### src/design/lprt_pkg.sv
// Shared types and constants for the long-press run timer.
// Holds the transfer payload structs, mode codes and the reciprocal divide constants.
`default_nettype none
package lprt_pkg;

  localparam int unsigned TICKS_PER_SECOND = 100;
  localparam int unsigned TICK_W = 32;
  localparam int unsigned SEC_W = 26;
  localparam int unsigned CFG_IDX_W = 8;
  localparam int unsigned CFG_DATA_W = 8;

  localparam logic [CFG_IDX_W-1:0] CFG_PRESS_THRESHOLD = 8'd0;
  localparam logic [CFG_IDX_W-1:0] CFG_STOP_CONFIRM = 8'd1;

  localparam logic [7:0] PRESS_THRESHOLD_RST = 8'd69;
  localparam logic [7:0] STOP_CONFIRM_RST = 8'd50;
  localparam logic [7:0] PRESS_MAX = 8'd255;

  localparam logic [1:0] TM_IDLE = 2'd0;
  localparam logic [1:0] TM_RUNNING = 2'd1;
  localparam logic [1:0] TM_STOPPED = 2'd2;

  // Division by TICKS_PER_SECOND as a multiply by a truncated reciprocal.
  // The estimate is low by at most one and is fixed by one compare.
  localparam int unsigned DIV_LOG = $clog2(TICKS_PER_SECOND);
  localparam int unsigned DIV_SHIFT = 31 + DIV_LOG;
  localparam logic [TICK_W-1:0] DIV_MAGIC =
    TICK_W'((64'd1 << DIV_SHIFT) / 64'(TICKS_PER_SECOND));
  localparam logic [TICK_W-1:0] DIV_CONST = TICK_W'(TICKS_PER_SECOND);

  typedef enum logic [2:0] {
    MODE_IDLE    = 3'b001,
    MODE_RUNNING = 3'b010,
    MODE_STOPPED = 3'b100
  } mode_t;

  typedef struct packed {
    logic               key_level;
    logic signed [15:0] left_speed;
    logic signed [15:0] right_speed;
    logic               stop_request;
  } in_item_t;

  typedef struct packed {
    logic [1:0]        timer_mode;
    logic              run_active;
    logic [TICK_W-1:0] elapsed_ticks;
    logic [SEC_W-1:0]  elapsed_seconds;
  } out_item_t;

  typedef struct packed {
    logic [7:0] press_threshold;
    logic [7:0] stop_confirm_ticks;
  } cfg_t;

  typedef struct packed {
    logic [1:0]        timer_mode;
    logic              run_active;
    logic [TICK_W-1:0] elapsed_ticks;
  } stage_t;

endpackage
`default_nettype wire

### src/design/lprt_core.sv
// Per-tick state update: stop request, key press counter and run timer.
// Depends on lprt_pkg for the item, configuration and stage types.
`default_nettype none
module lprt_core import lprt_pkg::*; (
  input  wire logic     clk,
  input  wire logic     rst_n,
  input  wire logic     step_en,
  input  wire in_item_t item,
  input  wire cfg_t     cfg,
  output stage_t        st
);

  mode_t             mode_r, mode_nxt;
  logic              follow_r, follow_nxt;
  logic [TICK_W-1:0] tick_r, tick_nxt;
  logic [TICK_W-1:0] last_r, last_nxt;
  logic              seen_r, seen_nxt;
  logic [7:0]        still_r, still_nxt;
  logic [7:0]        press_r, press_nxt;
  logic              moving;

  always_comb begin
    mode_nxt = mode_r;
    follow_nxt = follow_r;
    tick_nxt = tick_r;
    last_nxt = last_r;
    seen_nxt = seen_r;
    still_nxt = still_r;
    press_nxt = press_r;
    moving = (item.left_speed != '0) || (item.right_speed != '0);

    if (item.stop_request) begin
      follow_nxt = 1'b0;
    end

    if (!item.key_level) begin
      if (press_r < PRESS_MAX) begin
        press_nxt = press_r + 8'd1;
      end
    end else if (press_r != '0) begin
      if (press_r > cfg.press_threshold) begin
        follow_nxt = 1'b1;
        if (mode_r != MODE_RUNNING) begin
          mode_nxt = MODE_RUNNING;
          tick_nxt = '0;
          last_nxt = '0;
          seen_nxt = 1'b0;
          still_nxt = '0;
        end
      end
      press_nxt = '0;
    end

    if (mode_nxt == MODE_RUNNING) begin
      if (!follow_nxt) begin
        mode_nxt = MODE_STOPPED;
      end else begin
        tick_nxt = tick_nxt + TICK_W'(1);
        if (moving) begin
          seen_nxt = 1'b1;
          still_nxt = '0;
          last_nxt = tick_nxt;
        end else if (seen_nxt) begin
          if (still_nxt < cfg.stop_confirm_ticks) begin
            still_nxt = still_nxt + 8'd1;
          end
          if (still_nxt >= cfg.stop_confirm_ticks) begin
            tick_nxt = last_nxt;
            mode_nxt = MODE_STOPPED;
          end
        end
      end
    end
  end

  always_ff @(posedge clk) begin
    if (!rst_n) begin
      mode_r <= MODE_IDLE;
      follow_r <= 1'b0;
      tick_r <= '0;
      last_r <= '0;
      seen_r <= 1'b0;
      still_r <= '0;
      press_r <= '0;
    end else if (step_en) begin
      mode_r <= mode_nxt;
      follow_r <= follow_nxt;
      tick_r <= tick_nxt;
      last_r <= last_nxt;
      seen_r <= seen_nxt;
      still_r <= still_nxt;
      press_r <= press_nxt;
    end
  end

  always_comb begin
    unique case (mode_r)
      MODE_IDLE:    st.timer_mode = TM_IDLE;
      MODE_RUNNING: st.timer_mode = TM_RUNNING;
      MODE_STOPPED: st.timer_mode = TM_STOPPED;
      default:      st.timer_mode = TM_IDLE;
    endcase
    st.run_active = follow_r;
    st.elapsed_ticks = tick_r;
  end

endmodule
`default_nettype wire

### src/design/lprt_div.sv
// Three-stage pipeline that derives whole seconds from the tick count.
// Depends on lprt_pkg for the reciprocal constants and the stage and result types.
`default_nettype none
module lprt_div import lprt_pkg::*; (
  input  wire logic   clk,
  input  wire logic   rst_n,
  input  wire logic   adv,
  input  wire logic   valid_in,
  input  wire stage_t stage_in,
  output logic        valid_out,
  output out_item_t   item_out
);

  logic                v2_r, v3_r, v4_r;
  stage_t              s2_r, s3_r;
  logic [2*TICK_W-1:0] prod_r;
  logic [TICK_W-1:0]   qest_r;
  logic [TICK_W-1:0]   qd_r;
  logic [TICK_W-1:0]   qest;
  logic [TICK_W-1:0]   rem;
  logic [TICK_W-1:0]   quot;
  out_item_t           out_r, out_nxt;

  assign qest = TICK_W'(prod_r >> DIV_SHIFT);
  assign rem = s3_r.elapsed_ticks - qd_r;
  assign quot = (rem >= DIV_CONST) ? qest_r + TICK_W'(1) : qest_r;

  always_comb begin
    out_nxt.timer_mode = s3_r.timer_mode;
    out_nxt.run_active = s3_r.run_active;
    out_nxt.elapsed_ticks = s3_r.elapsed_ticks;
    out_nxt.elapsed_seconds = quot[SEC_W-1:0];
  end

  always_ff @(posedge clk) begin
    if (!rst_n) begin
      v2_r <= 1'b0;
      v3_r <= 1'b0;
      v4_r <= 1'b0;
    end else if (adv) begin
      v2_r <= valid_in;
      v3_r <= v2_r;
      v4_r <= v3_r;
    end
  end

  always_ff @(posedge clk) begin
    if (adv) begin
      s2_r <= stage_in;
      prod_r <= stage_in.elapsed_ticks * DIV_MAGIC;
      s3_r <= s2_r;
      qest_r <= qest;
      qd_r <= qest * DIV_CONST;
      out_r <= out_nxt;
    end
  end

  assign valid_out = v4_r;
  assign item_out = out_r;

endmodule
`default_nettype wire

### src/design/long_press_run_timer.sv
// Top level of the long-press run timer: handshakes, configuration registers
// and the pipeline made of lprt_core and lprt_div. Depends on lprt_pkg.
`default_nettype none
// One input transfer per 10 ms tick yields exactly one result transfer. The
// block takes a new tick every cycle while the result side keeps up; each
// tick's result is offered once it has passed the state registers, which
// take the tick at the transfer edge, and three further register stages
// that carry the reciprocal multiply that turns ticks into whole seconds.
// The whole pipeline holds while a result waits, so in_ready is low only
// while out_valid is high and out_ready is low. Configuration writes are
// always taken (cfg_ready is high); index 0 is press_threshold, index 1 is
// stop_confirm_ticks, and other indexes are ignored.
module long_press_run_timer import lprt_pkg::*; (
  input  wire logic                  clk,
  input  wire logic                  rst_n,
  input  wire logic                  in_valid,
  output logic                       in_ready,
  input  wire in_item_t              in_data,
  output logic                       out_valid,
  input  wire logic                  out_ready,
  output out_item_t                  out_data,
  input  wire logic                  cfg_valid,
  output logic                       cfg_ready,
  input  wire logic [CFG_IDX_W-1:0]  cfg_index,
  input  wire logic [CFG_DATA_W-1:0] cfg_data
);

  cfg_t   cfg_r;
  logic   adv;
  logic   in_fire;
  logic   s1_v_r;
  stage_t s1_st;

  assign adv = !out_valid || out_ready;
  assign in_ready = adv;
  assign in_fire = in_valid && adv;
  assign cfg_ready = 1'b1;

  always_ff @(posedge clk) begin
    if (!rst_n) begin
      cfg_r.press_threshold <= PRESS_THRESHOLD_RST;
      cfg_r.stop_confirm_ticks <= STOP_CONFIRM_RST;
    end else if (cfg_valid) begin
      unique case (cfg_index)
        CFG_PRESS_THRESHOLD: cfg_r.press_threshold <= cfg_data;
        CFG_STOP_CONFIRM:    cfg_r.stop_confirm_ticks <= cfg_data;
        default: ;
      endcase
    end
  end

  always_ff @(posedge clk) begin
    if (!rst_n) begin
      s1_v_r <= 1'b0;
    end else if (adv) begin
      s1_v_r <= in_fire;
    end
  end

  lprt_core u_core (
    .clk     (clk),
    .rst_n   (rst_n),
    .step_en (in_fire),
    .item    (in_data),
    .cfg     (cfg_r),
    .st      (s1_st)
  );

  lprt_div u_div (
    .clk       (clk),
    .rst_n     (rst_n),
    .adv       (adv),
    .valid_in  (s1_v_r),
    .stage_in  (s1_st),
    .valid_out (out_valid),
    .item_out  (out_data)
  );

`ifndef NO_ASSERTIONS
  a_idle_zero: assert property (@(posedge clk) disable iff (!rst_n)
    out_valid && out_data.timer_mode == TM_IDLE |-> out_data.elapsed_ticks == '0)
    else $error("idle result with nonzero tick count");

  a_run_flag: assert property (@(posedge clk) disable iff (!rst_n)
    out_valid && out_data.timer_mode == TM_RUNNING |-> out_data.run_active)
    else $error("running result without run flag");

  a_mode_code: assert property (@(posedge clk) disable iff (!rst_n)
    out_valid |-> out_data.timer_mode != 2'd3)
    else $error("result carries an undefined mode code");
`endif

endmodule
`default_nettype wire
### config.mk
export PLATFORM = sky130hd
export DESIGN_NAME = long_press_run_timer
export DESIGN_NICKNAME = d
export VERILOG_FILES = /design/src/design/lprt_pkg.sv /design/src/design/lprt_core.sv /design/src/design/lprt_div.sv /design/src/design/long_press_run_timer.sv
export SDC_FILE = /design/constraint.sdc
export NUM_CORES = 2
export LEC_CHECK = 0
export ABC_AREA = 1
export BUFFER_PORTS_ARGS = -buffer_cell sky130_fd_sc_hd__buf_2
export CAP_MARGIN = 5
export CORE_MARGIN = 1
export CORE_UTILIZATION = 25
export DETAILED_ROUTE_END_ITERATION = 12
export PLACE_DENSITY = 0.49
export SYNTH_ARGS = -nofsm -noshare
export SYNTH_HDL_FRONTEND = slang
export SYNTH_HIERARCHICAL = 1
export SYNTH_SLANG_ARGS = --single-unit
### constraint.sdc
create_clock -name clk -period 8.28 [get_ports clk]
set_input_delay 0.828 -clock clk [delete_from_list [all_inputs] [get_ports clk]]
set_output_delay 0.828 -clock clk [all_outputs]
set_load 0.005 [all_outputs]
# Word level (Yosys, flattened, before mapping)
# Cells that the tools add are included.
[word_totals] reg_bits=356 inputBits=55 out_inout_bits=64 wordCells=110
[op_classes] add_sub_neg=5 multipliers=2 order_cmp=5 n_eq_ne=6 mux=54 n_reduce_logical=12
[op_table] cell="32-bit two-way mux" n=16
[op_table] cell="8-bit two-way mux" n=16
[op_table] cell="32-bit by 32-bit multiplier with 64-bit output, second input constant" n=1
[op_table] cell="32-bit by 1-bit adder with 32-bit output, second input constant" n=1
[op_table] cell="32-bit by 7-bit >= comparator with 1-bit output, second input constant" n=1
[op_table] cell="16-bit nonzero test" n=2
[op_table] cell="32-bit subtractor" n=1
[op_table] cell="26-bit by 5-bit multiplier with 30-bit output, second input constant" n=1
[op_table] cell="3-bit two-way mux" n=9
[op_table] cell="26-bit by 1-bit adder with 26-bit output, second input constant" n=1
[op_table] cell="26-bit two-way mux" n=1
[op_table] cell="8-bit by 1-bit adder with 8-bit output, second input constant" n=2
[op_table] cell="1-bit two-way mux" n=11
[op_table] cell="8-bit by 1-bit equality test with 1-bit output, second input constant" n=1
[op_table] cell="8-bit >= comparator" n=1
[op_table] cell="8-bit greater-than comparator" n=1
[op_table] cell="8-bit logical NOT" n=1
[op_table] cell="8-bit less-than comparator" n=1
[op_table] cell="8-bit less-than comparator, second input constant" n=1
[op_table] cell="8-bit nonzero test" n=1
[op_table] cell="3-bit by 2-bit equality test with 1-bit output, second input constant" n=2
[op_table] cell="2-bit one-hot mux with 2 select lines" n=1
[op_table] cell="2-bit AND reduction" n=2
[op_table] cell="3-bit equality test, second input constant" n=1
[op_table] cell="7 further kinds" n=8

# Depth between registers and ports, before layout
[depth] depth_word=17 mapped_depth=38 ltp_nobuf=34

# Modules after synthesis
# Netlist, hierarchy kept.
[by_module_without_submodules] module="lprt_div" n_inst=1 cells_per_inst=3331 area_per_inst_um2=30501.8 seq_area_each_um2=6366.1
[by_module_without_submodules] module="lprt_core" n_inst=1 cells_per_inst=1102 area_per_inst_um2=6523.8 seq_area_each_um2=1701.6
[by_module_without_submodules] module="long_press_run_timer" n_inst=1 cells_per_inst=110 area_per_inst_um2=780.7 seq_area_each_um2=340.3

# Worst setup path before layout
# Ideal clock, no wire load.
[synth_path] path_kind="input-to-reg" start="in out_ready" end="reg u_core.press_r[7]" setup_time_ns=0.120 arrival_time_ns=6.869 t_required_ns=8.160 path_slack_ns=1.291 cell_stages=13 n_path_buf=1 cell_sequence="inv_1 nand2_1 nand2_1 inv_1 clkbuf_1 nand3_1 inv_1 nand2_1 inv_1 nand3_1 nor2_1 xnor2_1 nor2_1"
[synth_between] elab_chain_cells=3
[synth_rtl] element="start: declaration" line_no="long_press_run_timer.sv:20" text="input wire logic out_ready,"
[synth_rtl] element="1-bit logical OR" line_no="long_press_run_timer.sv:34" text="assign adv = !out_valid || out_ready;"
[synth_rtl] element="named net in_ready" line_no="long_press_run_timer.sv:17" text="output logic in_ready,"
[synth_rtl] element="1-bit logical AND" line_no="long_press_run_timer.sv:36" text="assign in_fire = in_valid && adv;"
[synth_rtl] element="named net in_fire" line_no="long_press_run_timer.sv:30" text="logic in_fire;"
[synth_rtl] element="3-bit AND reduction (no line)"
[synth_rtl] element="end signal: assignment" line_no="lprt_core.sv:92" text="press_r <= press_nxt;"
[synth_rtl] element="end: declaration" line_no="lprt_core.sv:19" text="logic [7:0] press_r, press_nxt;"
# The timed path passes the listed nets, and every way through them passes these cells.
# A chain may end at the register's enable or synchronous reset.

# Worst setup path in the final report
[layout_path] start="reg u_core.tick_r[11]" end="reg u_div.prod_r[62] (data pin)"
[layout_between] elab_chain_cells=1
[layout_rtl] element="start: declaration" line_no="lprt_core.sv:15" text="logic [TICK_W-1:0] tick_r, tick_nxt;"
[layout_rtl] element="start signal: assignment" line_no="lprt_core.sv:88" text="tick_r <= tick_nxt;"
[layout_rtl] element="32-bit by 32-bit multiplier with 64-bit output" line_no="lprt_div.sv:50" text="prod_r <= stage_in.elapsed_ticks * DIV_MAGIC;"
[layout_rtl] element="end signal: assignment" line_no="lprt_div.sv:50"
[layout_rtl] element="end: declaration" line_no="lprt_div.sv:16" text="logic [2*TICK_W-1:0] prod_r;"
# Every way passes these cells.

==> impl_metrics.csv <==
group,metric,value,unit
run_status,outcome,"finished, final reports clean",
clocking,cts_root_buffer,"clkbuf_16",
layout,area_growth,11.63,%
clocking,clock-sinks,315,
sta,drv_slew,0,
clocking,numCtsBuffers,39,
place,dp_slack,1228,ps
sta,fin_setup_tns,0,ps
synthesis,synth.area.top_cells,"fa_1, ha_1, edfxtp_1",
sta,post-route-min-period,7154,ps
place,numPortBuffers,117,
synthesis,yosys_warnings,6,
sta,slew_headroom,23.36,%
clocking,insertion_delay,590,ps
sta,fin_skew,38.78,ps
clocking,cts_resized,0,
route,vias,29844,
setup_path,crit_fanout,13,
route,route.detailed.drc,0,
route,ant_nets,0,
pwr,p_per_area,303.6,nW/um^2
setup_path,slowest_stage,"dfxtp_1",
route,viasPerCell,4.436,
layout,post-route-cell-area,42200,um^2
clocking,cts_hold_buf,0,
synthesis,netlist_area,37810,um^2
synthesis,async_flop_share,0,%
route,routed_wl,119.2,mm
pwr,peakVddDrop,0.2804,mV
synthesis,synth-edff-count,210,
setup_path,worst_setup_path_start_kind,"flip-flop",
route,drt_iter0_drc,2006,
floorplan,start_util,25.21,%
sta,min_period_over_period,86.41,%
place,placed_area,40950,um^2
synthesis,synth_top_area_share,21.71,%
clocking,cts_tree,"built",
route,routedWlPerCell,17.72,um
place,dp_cells,6657,
synthesis,synth_commonest_cells,"inv_1, nand2_1, ha_1",
global_routing,grt_usage,15.66,%
synthesis,synth_most_common_cell,"inv_1",
sta,hold_violations,0,
global_routing,grt_max_degree,94,
clocking,clk_pin_slew,70,ps
clocking,post_cts_buffers,0,
floorplan,die_h,390.9,um
synthesis,ys_seq_elements,315,
sta,setup_ws,1126,ps
hold_path,hold_path_class,"flip-flop to flip-flop",
clocking,cts.path.max_buffers,3,
setup_path,cp_common_cell,"fa_1",
synthesis,synth_cell_types,51,
clocking,cts_htree_levels,2,
synthesis,yosys_most_used_dff,"edfxtp_1",
place,post-dp-hpwl,100.3,mm
place,routabilityCongestion,0.9397,
sta,max_freq,139.8,MHz
synthesis,syn_area_per_cell,8.322,um^2
global_routing,first_global_vias,30062,
pwr,leakage,21.61,nW
global_routing,grt.overflow.total,0,
sta,setup-violations-final,0,
setup_path,worstPathCellList,"ha_1 > inv_1 > fa_1 > inv_1 > fa_1 > fa_1 > fa_1 > fa_1 > fa_1 > inv_1 > fa_1 > inv_1 > ha_1 > nand2_1 > nor2_1 > inv_1 > nor2_1 > inv_1 > nor3_1 > nand3_1 > nand3_1 > a21oi_1 > xnor2_1",
sta,tightest_slew,1143,ps
layout,antenna-diode-count,0,
sta,rsz0062_at_grt,"no",
floorplan,die-area,152800,um^2
synthesis,synth_fp_nets,5542,
pwr,power,12.81,mW
global_routing,grt_antenna_before_repair,0,
synthesis,synthCells,4543,
setup_path,required,8600,ps
setup_path,max_stage_delay,1000,ps
floorplan,ios,119,
floorplan,fp-row-count,142,
floorplan,die_width,390.9,um
setup_path,cp_top_family,"adder cells",
setup_path,critPathArrivalTime,7480,ps
layout,drive_gt1_share,6.686,%
layout,final_cell_count_no_fill,6727,
floorplan,core_area,150000,um^2
setup_path,worstSetupPathType,"flip-flop to flip-flop",
flow_run,maxCapViolCount,0,
synthesis,ys_seq_area_share,22.24,%
synthesis,synth_top_area_cell,"fa_1",
setup_path,critPathBufInv,6,
layout,nets,5681,
setup_path,endpoint_kind,"flip-flop",
global_routing,grt_pass1_wl,183.1,mm
route,drt_pass1_iterations,7,
area by class of cell:
cell class	instances	area [um^2]
Sequential cell	315	8408
Timing Repair Buffer	166	953.4
Tap cell	2016	2522
Multi-Input combinational cell	3062	24940
Clock inverter	17	167.7
Inverter	1098	4121
Fill cell	16273	107800
Clock buffer	53	1089
layout by cell type, fill, tap and decap left out, types with 5 or more instances in the layout:
master,synthesis,final
or2_2,5,5
clkbuf_16,0,39
edfxtp_1,210,210
dfxtp_1,105,105
nand3_1,181,181
a21oi_1,307,307
nor2_1,284,283
a21boi_0,6,6
nor2_4,6,6
clkbuf_1,33,8
o21ai_0,118,118
xor2_1,59,59
nor4_1,16,16
nor3_1,25,25
a211oi_1,5,5
a31oi_1,14,14
nand4_1,66,66
buf_4,4,49
nand3_2,6,5
nand2_2,23,23
o211ai_1,16,16
inv_2,22,23
fa_1,410,410
a21o_1,13,13
buf_2,21,117
nor2_2,17,18
clkinv_1,4,7
inv_1,1072,1071
ha_1,534,534
clkbuf_8,0,6
o21a_1,8,8
nand2_1,866,865
o21bai_1,7,7
xnor2_1,36,36
a221oi_1,5,5
kinds of logic (layout without fill, tap and decap cells):
group,count (synthesis),after routing,synth area share (%)
simple gates,1511,1511,17.03
other cells,1,1,0.009919
flops,315,315,22.24
compound gates,511,511,7.301
fa+ha+maj,944,944,39.38
xor+xnor,95,95,2.201
buf+inv,1166,1334,11.83
state kept, by name (all words and copies together), names as in the netlist, 16 cells and up:
| register | flops |
|---|---|
| cfg_r | 16 |
| u_core/last_r | 32 |
| u_core/tick_r | 32 |
| u_div/item_out | 61 |
| u_div/out_nxt | 35 |
| u_div/prod_r | 26 |
| u_div/qd_r | 30 |
| u_div/qest_r | 23 |
| u_div/s2_r | 35 |
through the flow:
stage	hold slack (ps)	utilization, %
6_report	410.9	28.14
4_1_cts	405.0	28.14
2_1_floorplan	400.3	-
5_1_grt	421.2	28.14
3_5_place_dp	404.5	27.31
3_3_place_gp	401.3	27.31
layer usage:
metal	global-route usage [%]	part of all wire [%]	wire length [um]	up-vias
met5	0	0	0	-
met4	3.458	2.1	2453	0
met3	1.791	4.6	5526	113
met2	25.84	47	55730	701
met1	21.82	47	55460	14444
li1	-	-	-	14586
worst paths after layout:
| path | from | endpoint | slack (ps) | cells after the start |
|---|---|---|---|---|
| min | u_div/s2_r[27] | u_div/out_nxt[53] | 410 | 0 |
| max reg2reg | u_core/tick_r[11] | u_div/prod_r[62] | 1130 | 23 |
| min reg2reg | u_div/s2_r[27] | u_div/out_nxt[53] | 410 | 0 |
| max | u_core/tick_r[11] | u_div/prod_r[62] | 1130 | 23 |
power by group:
part	switching (mW)	leakage (nW)	internal [mW]
combinational	5.43	17.8	3.06
clock	0.732	0.608	0.965
sequential	0.306	3.24	2.33
total	6.46	21.6	6.35
Note: power is estimated with default switching activity, not from simulation.
